**src/rtl/itm_pkg.sv**
```systemverilog
// Package for the impedance trend monitor: field widths, stream layout,
// register map codes and the pipeline stage record.
// No dependencies.
`default_nettype none

package itm_pkg;

    localparam int CH_W       = 5;
    localparam int KOHM_W     = 16;
    localparam int SLOPE_W    = 16;
    localparam int S_TDATA_W  = 24;
    localparam int M_TDATA_W  = 32;
    localparam int APB_ADDR_W = 3;
    localparam int APB_DATA_W = 32;

    // Register index decoded from paddr[2].
    localparam logic REG_THRESHOLD = 1'b0;

    localparam logic [KOHM_W-1:0] THRESHOLD_RESET = 16'd50;

    // One sample between the memory read and the output register.
    typedef struct packed {
        logic              ignored;
        logic [CH_W-1:0]   channel;
        logic              slope_valid;
        logic              alert;
        logic [KOHM_W-1:0] kohm;
    } stage_t;

    // One finished result.
    typedef struct packed {
        logic               log_alert_event;
        logic               alert;
        logic [SLOPE_W-1:0] trend_value;
        logic               slope_valid;
        logic [CH_W-1:0]    channel_out;
        logic               ignored;
    } result_t;

endpackage

`default_nettype wire

```
**src/rtl/itm_apb_regs.sv**
```systemverilog
// APB register block holding the alert threshold.
// Depends on itm_pkg.
`default_nettype none

module itm_apb_regs
    import itm_pkg::*;
(
    input  wire logic                  clk,
    input  wire logic                  rst_n,
    input  wire logic                  psel,
    input  wire logic                  penable,
    input  wire logic                  pwrite,
    input  wire logic [APB_ADDR_W-1:0] paddr,
    input  wire logic [APB_DATA_W-1:0] pwdata,
    output logic      [APB_DATA_W-1:0] prdata,
    output logic                       pready,
    output logic      [KOHM_W-1:0]     threshold
);

    logic [KOHM_W-1:0] threshold_reg;
    logic [KOHM_W-1:0] threshold_next;
    logic              wr_hit;

    assign pready = 1'b1;
    assign wr_hit = psel && penable && pwrite && (paddr[2] == REG_THRESHOLD);

    always_comb
    begin
        threshold_next = threshold_reg;
        if (wr_hit)
        begin
            threshold_next = pwdata[KOHM_W-1:0];
        end
    end

    always_ff @(posedge clk or negedge rst_n)
    begin
        if (!rst_n)
        begin
            threshold_reg <= THRESHOLD_RESET;
        end
        else
        begin
            threshold_reg <= threshold_next;
        end
    end

    always_comb
    begin
        prdata = '0;
        if (paddr[2] == REG_THRESHOLD)
        begin
            prdata = APB_DATA_W'(threshold_reg);
        end
    end

    assign threshold = threshold_reg;

endmodule

`default_nettype wire

```
**config.mk**
```make
export PLATFORM = sky130hd
export DESIGN_NAME = itm_apb_regs
export DESIGN_NICKNAME = d
export VERILOG_FILES = /design/src/rtl/itm_pkg.sv /design/src/rtl/itm_apb_regs.sv
export SDC_FILE = /design/constraint.sdc
export NUM_CORES = 1
export LEC_CHECK = 0
export BUFFER_PORTS_ARGS = -buffer_cell sky130_fd_sc_hd__buf_2
export CAP_MARGIN = 0
export CORE_UTILIZATION = 32
export DETAILED_ROUTE_END_ITERATION = 8
export PLACE_DENSITY = 0.84
export SYNTH_ARGS = -nofsm -noshare
export SYNTH_HDL_FRONTEND = slang
export SYNTH_SLANG_ARGS = --single-unit
```
**constraint.sdc**
```tcl
create_clock -name clk -period 0.8 [get_ports clk]
set_input_delay 0 -clock clk [delete_from_list [all_inputs] [get_ports clk]]
set_output_delay 0 -clock clk [all_outputs]
set_load 0.005 [all_outputs]
```
# Word level (Yosys, flattened, before mapping)
# Cells that the tools add are included.
totals:
  out_inout_bits: 49
  word_cells: 6
  inputBits: 40
  ff_bits: 16
classes:
  bitwise: 1
  n_mux: 1
  n_reduce_logical: 3
op_table:
  columns: ["cell", "n"]
  rows:
  - ["16-bit two-way mux", 1]
  - ["1-bit logical AND", 3]
  - ["1-bit inverter", 1]

# Logic depth before layout (Yosys ltp)
depth:
  word_depth: 3
  mapped_depth: 3
  depth_no_buf: 2

# Worst setup path after synthesis
# No wires, ideal clock.
synth_path:
  path_type: "in2reg"
  startpoint: "input port paddr[2]"
  endpoint: "register threshold_reg[0], in the netlist threshold[0]"
  path_buffers: 1
  arrival_ns: 0.676
  setup_ns: 0.125
  setup_slack_ns: -0.001
  cell_stages: 3
  required_time_ns: 0.675
  cell_sequence: "nand4b_4 buf_6 mux2_4"
synth_between:
  elab_chain_cells: 2
synth_lines:
  columns: ["element", "line_no", "rtl"]
  rows:
  - ["start: declaration", "itm_apb_regs.sv:13", "input wire logic [APB_ADDR_W-1:0] paddr,"]
  - ["1-bit inverter", null, null]
  - ["1-bit logical AND", "itm_apb_regs.sv:25", "assign wr_hit = psel && penable && pwrite && (paddr[2] == REG_THRESHOLD);"]
  - ["end signal: assignment", "itm_apb_regs.sv:44", "threshold_reg <= threshold_next;"]
  - ["end: declaration", "itm_apb_regs.sv:20", "logic [KOHM_W-1:0] threshold_reg;"]
# Every way passes these cells.
# A chain may end at the register's enable or synchronous reset.

# Worst setup path in the final report
layout_path:
  startpoint: "register threshold_reg[1], in the netlist threshold[1]"
  endpoint: "output port prdata[1]"
layout_between:
  elab_chain_cells: 1
layout_lines:
  columns: ["element", "line_no", "rtl"]
  rows:
  - ["16-bit two-way mux", "itm_apb_regs.sv:51", "if (paddr[2] == REG_THRESHOLD)"]
  - ["end: declaration", "itm_apb_regs.sv:15", "output logic [APB_DATA_W-1:0] prdata,"]
# Every way passes these cells.

==> run metrics <==
Sink Count 16; DP Area 0.00115 mm^2; Slew Limit Fails 0; row cnt 18; peak supply drop 1220 uV; final WL 2210 um; critical path peak fanout 3; storage element area 404 um^2; Fin. Hold Viols 0; Final period util 132%; Sw Ratio 25.9%; Core Area 0.00257 mm^2; clk_lat worst skew 280 ps; unrepaired setup endpoints after global routing yes; largest net degree at the start of global routing 17; setup tns final -4890 ps; Fmax 0.947 GHz; min cycle time layout 1060 ps; family with the most delay on the worst path flip-flops; antenna-violating nets left 0; Yosys cell types 11; Worst Setup End Kind primary output; Post-Layout Cell Count 187; Mapped Area 903 um^2; count of final setup violators 43; finished layout cell area 0.00157 mm^2; CP cell instances and2b_1, buf_2; clock transition at the registers of the reported paths 90 ps; most frequent cells after synthesis 17 x buf_4, 13 x dfrtp_1, 10 x mux2_4, 10 x nor2b_1; crit path launch type register; clock root buffer clkbuf_4; critical path class register to primary output; largest area contributor in the netlist dfrtp_1; CP Capture Point prdata[1]; multi-input logic area 427 um^2; vias per cell 4.05; Tot Pwr 2.99 mW; GRT Residual Overflow 0; Longest Clk Path Bufs 2; top cell type's share of synthesized area 36.0%; vias in the first global route 666; # fillers 218; Gate power share 44.4%; Die Height 55.1 um; syn_area_per_cell 12.9 um^2; FFs w/ async S/R, synth 100%; Lkg Pwr 0.886 nW; CP Launch Point threshold[1]; initial core utilization 35.2%; Reg2Reg Setup Slack -190 ps; Pint 2.21 mW; number of remaining DRC errors 0; Via Count 758; GRT Total Usage 14.7%; total stage count of the critical path 2; number of synthesized flops with an enable pin 0; Req. time, crit path 800 ps; worst hold path class input pin to async pin; Area contributors post-synth dfrtp_1 36%, mux2_4 17%, buf_4 14%; Flop pwr share 38.1%; sequential fraction of the synthesis area 44.7%; CP bufs+invs 1; Power per Cell Area 1900 mW/mm^2; ANT cells 0; initial antenna violation count 0; Final Hold Slack 145 ps; drt pass-1 iters 2; Inserted Clock Buffers 3; first-pass GRT wire length 2990 um; layout cells sized above 1 60.5%; port bufs 53; chip width 55.1 um; Syn-to-layout area delta 74.0%; Reg-to-Reg Start threshold[14]; reg2reg end threshold[14]; synthesis-stage register bit count 16; Cells after Synth 70; Psw 773 uW; Ports 89; Clock power frac 17.5%; Most used DFF post-synth dfrtp_1; DIE AREA 0.00304 mm^2; Worst Skew 0 ps; CTS tree yes; DR iter-0 viols 2; DP Worst Slack -79.5 ps; outcome finished with violations; CP arrival 1060 ps; count leader, synth buf_4; Slowest Stage Delay on Critical Path 550 ps; FF-to-FF path depth 3; max reg flops 16; Post-Route Utilization 61.2%; violations in the final reports setup timing; GPL Wtd Cong 0.629; drt wl/cell 11.8 um; CP max stage cell dfstp_2; Synthesis Warnings 0; max cap viols 0; Final nets 198; placed cell count 152; Worst Slack Setup Final -256 ps; deepest level of the CTS H-tree 1
kinds of logic (layout without fill, tap and decap cells):
kind of cell	count (synthesis)	after routing	share of synthesized area [%]
and+or+nand+nor	17	17	14.5
DFF	16	16	44.7
buffers and inverters	19	91	15.8
other	2	17	0.831
muxes	16	16	24.1
power groups by stage:
stage                     Clock, mW  Sequential [mW]  Combinational, mW
after detailed placement          0             1.16              0.778
after global routing          0.569             1.16               1.44
after floorplan                   0             1.15              0.429
after global placement            0             1.14              0.759
after CTS                     0.543             1.13               1.14
final                         0.524             1.14               1.33
metal layers:
layer  routed length, um  GRT usage [%]  vias up
met4                  19           8.75        0
met1                 837           14.6      351
li1                    -              -      365
met5                   0              0        -
met3                 110           1.09        2
met2                1240           28.9       40
layout make-up:
| cell class | count | share of cell area [%] |
|---|---|---|
| Multi-Input combinational cell | 50 | 27.1 |
| Sequential cell | 16 | 25.7 |
| Tap cell | 30 | 2.39 |
| Clock buffer | 4 | 2.31 |
| Timing Repair Buffer | 87 | 42.4 |
worst min-delay path by stage:
stage / endpoint / slack [ps] / depth (start not counted)
floorplan: threshold[0] / -300 / 0
global placement: threshold[0] / -80 / 1
detailed placement: threshold[0] / -70 / 1
CTS: threshold[0] / 150 / 2
global route: threshold[2] / 190 / 2
finish: threshold[0] / 150 / 2
repair_timing:
action	4_1_cts	5_1_grt
endpoints found under the setup margin	32	42
endpoints found under the hold margin	32	0
setup buffers	9	5
resized for setup	12	11
hold buffers	17	0
placed cells by master (no fill, tap or decap), types with 5 or more instances in the layout:
cell type       n
and2b_1         6
buf_2          45
buf_4           5
buf_6          19
conb_1         17
dfrtp_1        13
dlygate4sd3_1  17
mux2_4         13
nor2b_1         9
(Power assumes the default switching activity.)
