`config.mk`:
```
export PLATFORM = sky130hd
export DESIGN_NAME = itm_trend
export DESIGN_NICKNAME = d
export VERILOG_FILES = /design/src/rtl/itm_pkg.sv /design/src/rtl/itm_trend.sv
export SDC_FILE = /design/constraint.sdc
export NUM_CORES = 1
export LEC_CHECK = 0
export CAP_MARGIN = 20
export CORE_MARGIN = 5
export CORE_UTILIZATION = 30
export CTS_CLUSTER_DIAMETER = 60
export DETAILED_ROUTE_END_ITERATION = 10
export DONT_BUFFER_PORTS = 1
export PLACE_DENSITY = 0.54
export SLEW_MARGIN = 20
export SYNTH_ARGS = -nofsm -noshare
export SYNTH_HDL_FRONTEND = slang
export SYNTH_SLANG_ARGS = --single-unit
```
`constraint.sdc`:
```
create_clock -name clk -period 6.4 [get_ports clk]
set_clock_uncertainty 0.05 [all_clocks]
set_input_delay 0.64 -clock clk [delete_from_list [all_inputs] [get_ports clk]]
set_output_delay 0.64 -clock clk [all_outputs]
set_load 0.05 [all_outputs]
```
`src/rtl/itm_pkg.sv`:
```
// Package for the impedance trend monitor: field widths, stream layout,
// register map codes and the pipeline stage record.
// No dependencies.
`default_nettype none

package itm_pkg;

    localparam int CH_W       = 5;
    localparam int KOHM_W     = 16;
    localparam int SLOPE_W    = 16;
    localparam int S_TDATA_W  = 24;
    localparam int M_TDATA_W  = 32;
    localparam int APB_ADDR_W = 3;
    localparam int APB_DATA_W = 32;

    // Register index decoded from paddr[2].
    localparam logic REG_THRESHOLD = 1'b0;

    localparam logic [KOHM_W-1:0] THRESHOLD_RESET = 16'd50;

    // One sample between the memory read and the output register.
    typedef struct packed {
        logic              ignored;
        logic [CH_W-1:0]   channel;
        logic              slope_valid;
        logic              alert;
        logic [KOHM_W-1:0] kohm;
    } stage_t;

    // One finished result.
    typedef struct packed {
        logic               log_alert_event;
        logic               alert;
        logic [SLOPE_W-1:0] trend_value;
        logic               slope_valid;
        logic [CH_W-1:0]    channel_out;
        logic               ignored;
    } result_t;

endpackage

`default_nettype wire

```
`src/rtl/itm_trend.sv`:
```
// Per-channel trend memory with read-modify-write, write-to-read forwarding
// and the trend arithmetic. Depends on itm_pkg.
`default_nettype none

module itm_trend
    import itm_pkg::*;
#(
    parameter int NUM_CHANNELS = 21,
    parameter int TCW          = 5
)
(
    input  wire logic               clk,
    input  wire logic               rst_n,
    input  wire logic               rd_en,
    input  wire logic [TCW-1:0]     rd_ch,
    input  wire logic               wr_en,
    input  wire logic [TCW-1:0]     wr_ch,
    input  wire logic               recompute,
    input  wire logic [KOHM_W-1:0]  kohm,
    input  wire logic [KOHM_W-1:0]  oldest,
    input  wire logic               clear_en,
    input  wire logic [TCW-1:0]     clear_ch,
    output logic      [SLOPE_W-1:0] slope
);

    logic [SLOPE_W-1:0] mem [NUM_CHANNELS];
    logic [SLOPE_W-1:0] rdata_reg;
    logic               fwd_reg;
    logic               fwd_next;
    logic [SLOPE_W-1:0] fwd_val_reg;
    logic [SLOPE_W-1:0] stored;
    logic [SLOPE_W-1:0] diff;
    logic [SLOPE_W-1:0] new_trend;
    logic               mem_we;
    logic [TCW-1:0]     mem_waddr;
    logic [SLOPE_W-1:0] mem_wdata;

    // Six times the difference as two shifted copies, wrapped to 16 bits.
    assign diff      = kohm - oldest;
    assign new_trend = (diff << 2) + (diff << 1);

    assign mem_we    = clear_en || wr_en;
    assign mem_waddr = clear_en ? clear_ch : wr_ch;
    assign mem_wdata = clear_en ? '0 : new_trend;

    // A write in the same cycle as a read of the same channel is forwarded.
    assign fwd_next = rd_en ? (wr_en && (wr_ch == rd_ch)) : fwd_reg;

    always_ff @(posedge clk)
    begin
        if (mem_we)
        begin
            mem[mem_waddr] <= mem_wdata;
        end
        if (rd_en)
        begin
            rdata_reg   <= mem[rd_ch];
            fwd_val_reg <= new_trend;
        end
    end

    always_ff @(posedge clk or negedge rst_n)
    begin
        if (!rst_n)
        begin
            fwd_reg <= 1'b0;
        end
        else
        begin
            fwd_reg <= fwd_next;
        end
    end

    assign stored = fwd_reg ? fwd_val_reg : rdata_reg;
    assign slope  = recompute ? new_trend : stored;

endmodule

`default_nettype wire

```
# == Word-level counts from Yosys, hierarchy flattened ==
# Memory sizes are Yosys's and may differ from the RTL's. A register that Yosys moved wholly into a read port is not among the register bits.
# Index checks and enable logic that the tools add are counted.
# totals
regBits,17
ramBits,336
out_inout_bits,16
wordCells,14
mem_count,1
# classes
addsub,2
n_eq_ne,1
muxes,6
n_reduce_logical,2
# memory_table
memory,depth,word_bits,read_ports,rd_clocked_by_memory_dff,write_ports,line,source
mem,21,16,1,1,1,itm_trend.sv:26,logic [SLOPE_W-1:0] mem [NUM_CHANNELS];
# op_table
cell,count
$mux W16,3
$add A16 B16 Y16,1
$sub A15 B15 Y15,1
$eq A5 B5 Y1,1
$mux W5,1
$mux W1,2
$logic_and A1 B1 Y1,1
$logic_or A1 B1 Y1,1

# == Logic depth before layout (Yosys ltp) ==
# depth
depth_word,3
depth_mapped,16

# == Worst setup path before layout ==
# Ideal clock, no wire load.
# synth_timing
kind,input-to-output
startpoint,in kohm[0]
endpoint,out slope[14]
arrival_ps,4519
path_slack_ps,1191
cell_stages,15
n_path_buf,0
path_cell_list,inv_1 ha_1 inv_1 fa_1 a21o_2 a221oi_2 o21bai_1 xor2_1 ha_1 nand2_1 o21ai_0 o21ai_0 a21o_1 and3b_1 o31ai_1
# synth_via
elab_chain_len,3
# synth_rtl
item,line,source
start: declaration,itm_trend.sv:19,"input wire logic [KOHM_W-1:0] kohm,"
$sub A15 B15 Y15,itm_trend.sv:39,assign diff = kohm - oldest;
$add A16 B16 Y16,itm_trend.sv:40,assign new_trend = (diff << 2) + (diff << 1);
$mux W16,itm_trend.sv:75,assign slope = recompute ? new_trend : stored;
end: declaration,itm_trend.sv:23,output logic [SLOPE_W-1:0] slope
# No other way between the ends.

# == Worst setup path in the final report ==
# layout_timing
startpoint,in kohm[0]
endpoint,out slope[15]
# Same word-level chain as after synthesis.

==> summary.txt <==
Floorplan
  • DIE HEIGHT: roughly 230 µm
  • Die area: 54400 µm²
  • Row count: 81
  • Core box area: ~50000 µm²
  • Initial Utilization: a little under a third
  • Die width: about 230 µm
  • # IOs: just under 70

Drt
  • Met3 wire len: roughly 2300 µm
  • DR vias: about 7500
  • Met1 wire length: 14800 µm
  • WL per Instance: around 21 µm
  • Drt drc: 0
  • Vias/cell: between 4 and 5
  • Detailed-route wire length: roughly 32000 µm
  • Metal2 WL: roughly 15000 µm
  • Routed Antenna Nets: 0
  • First-pass iteration count of the detailed router: 4
  • Uppermost routed layer: met4
  • First DRT Iteration DRCs: 498

Logic synthesis
  • Count leader, synth: edfxtp_1
  • Synth top area cells: edfxtp_1 (69%), mux4_2 (14%), ha_1 (2.3%), mux2i_1 (1.6%), nor2_1 (1.3%)
  • Compound-Gate Fraction of Synth Area: around 4.9%
  • Synth Area in Simple Gates: 4.09%
  • Post-synthesis adder-cell area fraction: under 10%
  • FFs w/ async S/R, synth: 0.289%
  • Top cells by count, synth: edfxtp_1 (345), mux4_2 (90), nor2_1 (53)
  • Cell Area, Synth: roughly 15000 µm²
  • Sequential element share of the synthesized area: a little over two thirds
  • Top_reg_cell synth: edfxtp_1
  • Library cells used by synthesis: 70
  • Synth top area share: 69.3%
  • Largest family of logic cells by synthesized area: multiplexers
  • Avg Inst Size Synth: around 18 µm²
  • Mapped Cells: between 800 and 900
  • Synth warn: 0
  • Synthesized flop and latch total: between 300 and 400
  • XOR/XNOR Fraction of Synth Area: under 10%
  • Top cell type by total area after synthesis: edfxtp_1
  • Number of synthesized flops with an enable pin: between 300 and 400
  • Syn_nets: around 900
  • Multiplexer share of the synthesized area: between 10% and 20%

Critical path
  • CP Max Fanout: 6
  • CP peak stage delay: approximately 670 ps
  • Critical-path top delay cell: a31oi_2
  • Crit end category: primary output
  • Buffers and inverters on the worst path: 2
  • CP arrival: about 4500 ps
  • Startpoint types: input port
  • Critical Path RT: 5710 ps
  • Crit-path leading delay family: compound AO/OA/AOI/OAI gates
  • Worst Reg-to-Reg Cells: 4
  • CP Class: input port to primary output
  • CP Cell Sequence: inv_1, ha_1, inv_1, fa_1, a21o_2, a221oi_2, o21bai_1, xor2_1, ha_1, o21ai_0, a21oi_1, o211a_4, nor4b_4, or3_4, a31oi_2
  • Slack of the worst reg-to-reg path: roughly 4500 ps
  • Reg2Reg Launch Point: mem[11][4]
  • Worst r2r dst: rdata_reg[4]

Pwr
  • Combinational Power Share: about 18%
  • Psw: approximately 1500 µW
  • Static leakage: ~0.005 µW
  • Pwr Density: around 340 nW/µm²
  • Reg power frac: between 40 and 50%
  • Switching share of total power: a little over a quarter
  • Worst vdd ir: ~0.16 mV
  • Int Pwr: 4240 µW
  • Clock Power Share: between 30% and 40%

Worst hold path
  • Min-delay worst type: input port to flop
  • WHS Path Cells: 0
  • Hold Path Origin: rd_en
  • Min-Delay Endpoint: fwd_val_reg[1]

Clock network
  • Root Buffer Master: clkbuf_16
  • TritonCTS clock tree: built
  • H-Tree Depth: 2
  • Max Buffers Root-to-Sink: 3
  • Num CTS Buffers: 36
  • CTS clock-pin slew for the worst setup and hold paths: about 60 ps
  • Worst-skew pair later-pin latency: between 500 and 600 ps
  • Clock sinks: approximately 350

STA
  • Worst-Margin Slew: about 1100 ps
  • Final setup violation count: 0
  • Fin crit period: 5220 ps
  • Setup TNS: 0 ps
  • Slew Viols, Final: 0
  • Final period utilization: around four fifths
  • Final setup margin: 1180 ps
  • Max Freq: approximately 190 MHz
  • RSZ-0062 raised after global routing: no
  • Worst relative slew slack: 25.6%
  • Final Hold Fails: 0
  • WHS: approximately 190 ps

Finish
  • Fin util: around 35%
  • Area Overhead vs Synth: 13.9%
  • Final net count: 941
  • Fillers: around 4600
  • Ant. Diodes: 0
  • Share of post-route cells with drive strength above 1: 24.2%
  • Footprint of the multi-input gates: roughly 4300 µm²
  • Reg area: approximately 10000 µm²
  • Max reg flops: between 300 and 400

Place
  • Setup WS pre-CTS: ~1200 ps
  • DP HPWL: 19300 µm
  • IO buf count: 0
  • RD Place Congestion: about 0.79

GRT
  • Number of global-route vias before repair: roughly 7400
  • GRT overflow: 0
  • First-pass GRT wire length: 47900 µm
  • Largest net degree at the start of global routing: 78
  • Initial antenna violation count: 0
  • Gr usage total: about an eighth

Job
  • Max Cap Viol: 0

Outcome
  • Status: finished, final reports clean
[logic make-up after synthesis]
family,after synthesis
AO/OA/AOI/OAI,105
XOR/XNOR,27
adder cells (fa/ha/maj),29
buffers and inverters,68
flip-flops,346
multiplexers,115
other,1
AND/OR/NAND/NOR,124
[worst max-delay path by stage]
stage	start	end	slack, ps	cells after the start
2_1_floorplan	kohm[0]	slope[14]	1190	15
3_3_place_gp	kohm[0]	slope[15]	1120	15
3_5_place_dp	kohm[0]	slope[15]	1160	15
4_1_cts	kohm[0]	slope[15]	1140	15
5_1_grt	kohm[0]	slope[15]	1010	15
6_report	kohm[0]	slope[15]	1180	15
[stage by stage]
step / area (µm²) / cells / total power, µW
3_5_place_dp: 16000 / 1484 / 3960
5_1_grt: 17000 / 1549 / 6030
4_1_cts: 17000 / 1549 / 5830
3_3_place_gp: 16000 / 1482 / 3930
2_1_floorplan: 15000 / 815 / 3670
6_report: 17000 / 1549 / 5760
[timing repair]
action / in CTS / in global routing
endpoints found under the hold margin: 1 / 0
buffers inserted: 0 / 0
gates resized for setup: 0 / 0
hold buffers: 1 / 0
[power by group through the flow]
stage	clock network [µW]	registers [µW]	logic, µW
global placement	0	2920	1010
detailed placement	0	2920	1040
CTS	1910	2870	1040
floorplan	0	2920	749
global route	2020	2880	1130
finish	1860	2870	1030
[area by class of cell]
class                   instances  area share (%)
repair buffers                 43            1.91
clock inverters                20           0.720
well taps                     664            4.88
multi-input cells             401            25.4
inverters                      31           0.683
flip-flops and latches        346            60.9
clock buffers                  44            5.46
[placed cells by master, fill, tap and decap left out, types with 3 or more instances in the layout]
cell	netlist	final
o31ai_1	4	3
a21o_1	7	7
mux4_2	90	90
nor2_1	53	36
clkbuf_1	24	8
nor3_1	6	5
nand3_1	4	4
clkinv_8	0	3
inv_1	31	31
o21ai_0	15	8
nor2b_1	15	15
a211oi_1	7	7
nand2b_1	5	5
clkinv_2	0	4
xor2_1	8	8
clkbuf_16	0	36
ha_1	27	27
edfxtp_1	345	345
a21oi_1	38	38
clkinv_1	0	12
buf_4	1	42
nor2_2	0	17
o21ai_1	2	9
mux2i_1	24	24
xnor2_1	17	17
nand2_1	26	26
[routing by layer]
| layer | global-route usage [%] | up-vias |
|---|---|---|
| met4 | 2.20 | 0 |
| met5 | 0 | - |
| li1 | - | 3357 |
| met2 | 18.2 | 208 |
| met3 | 2.87 | 35 |
| met1 | 16.9 | 3856 |
Power figures use the tool's default switching activity.
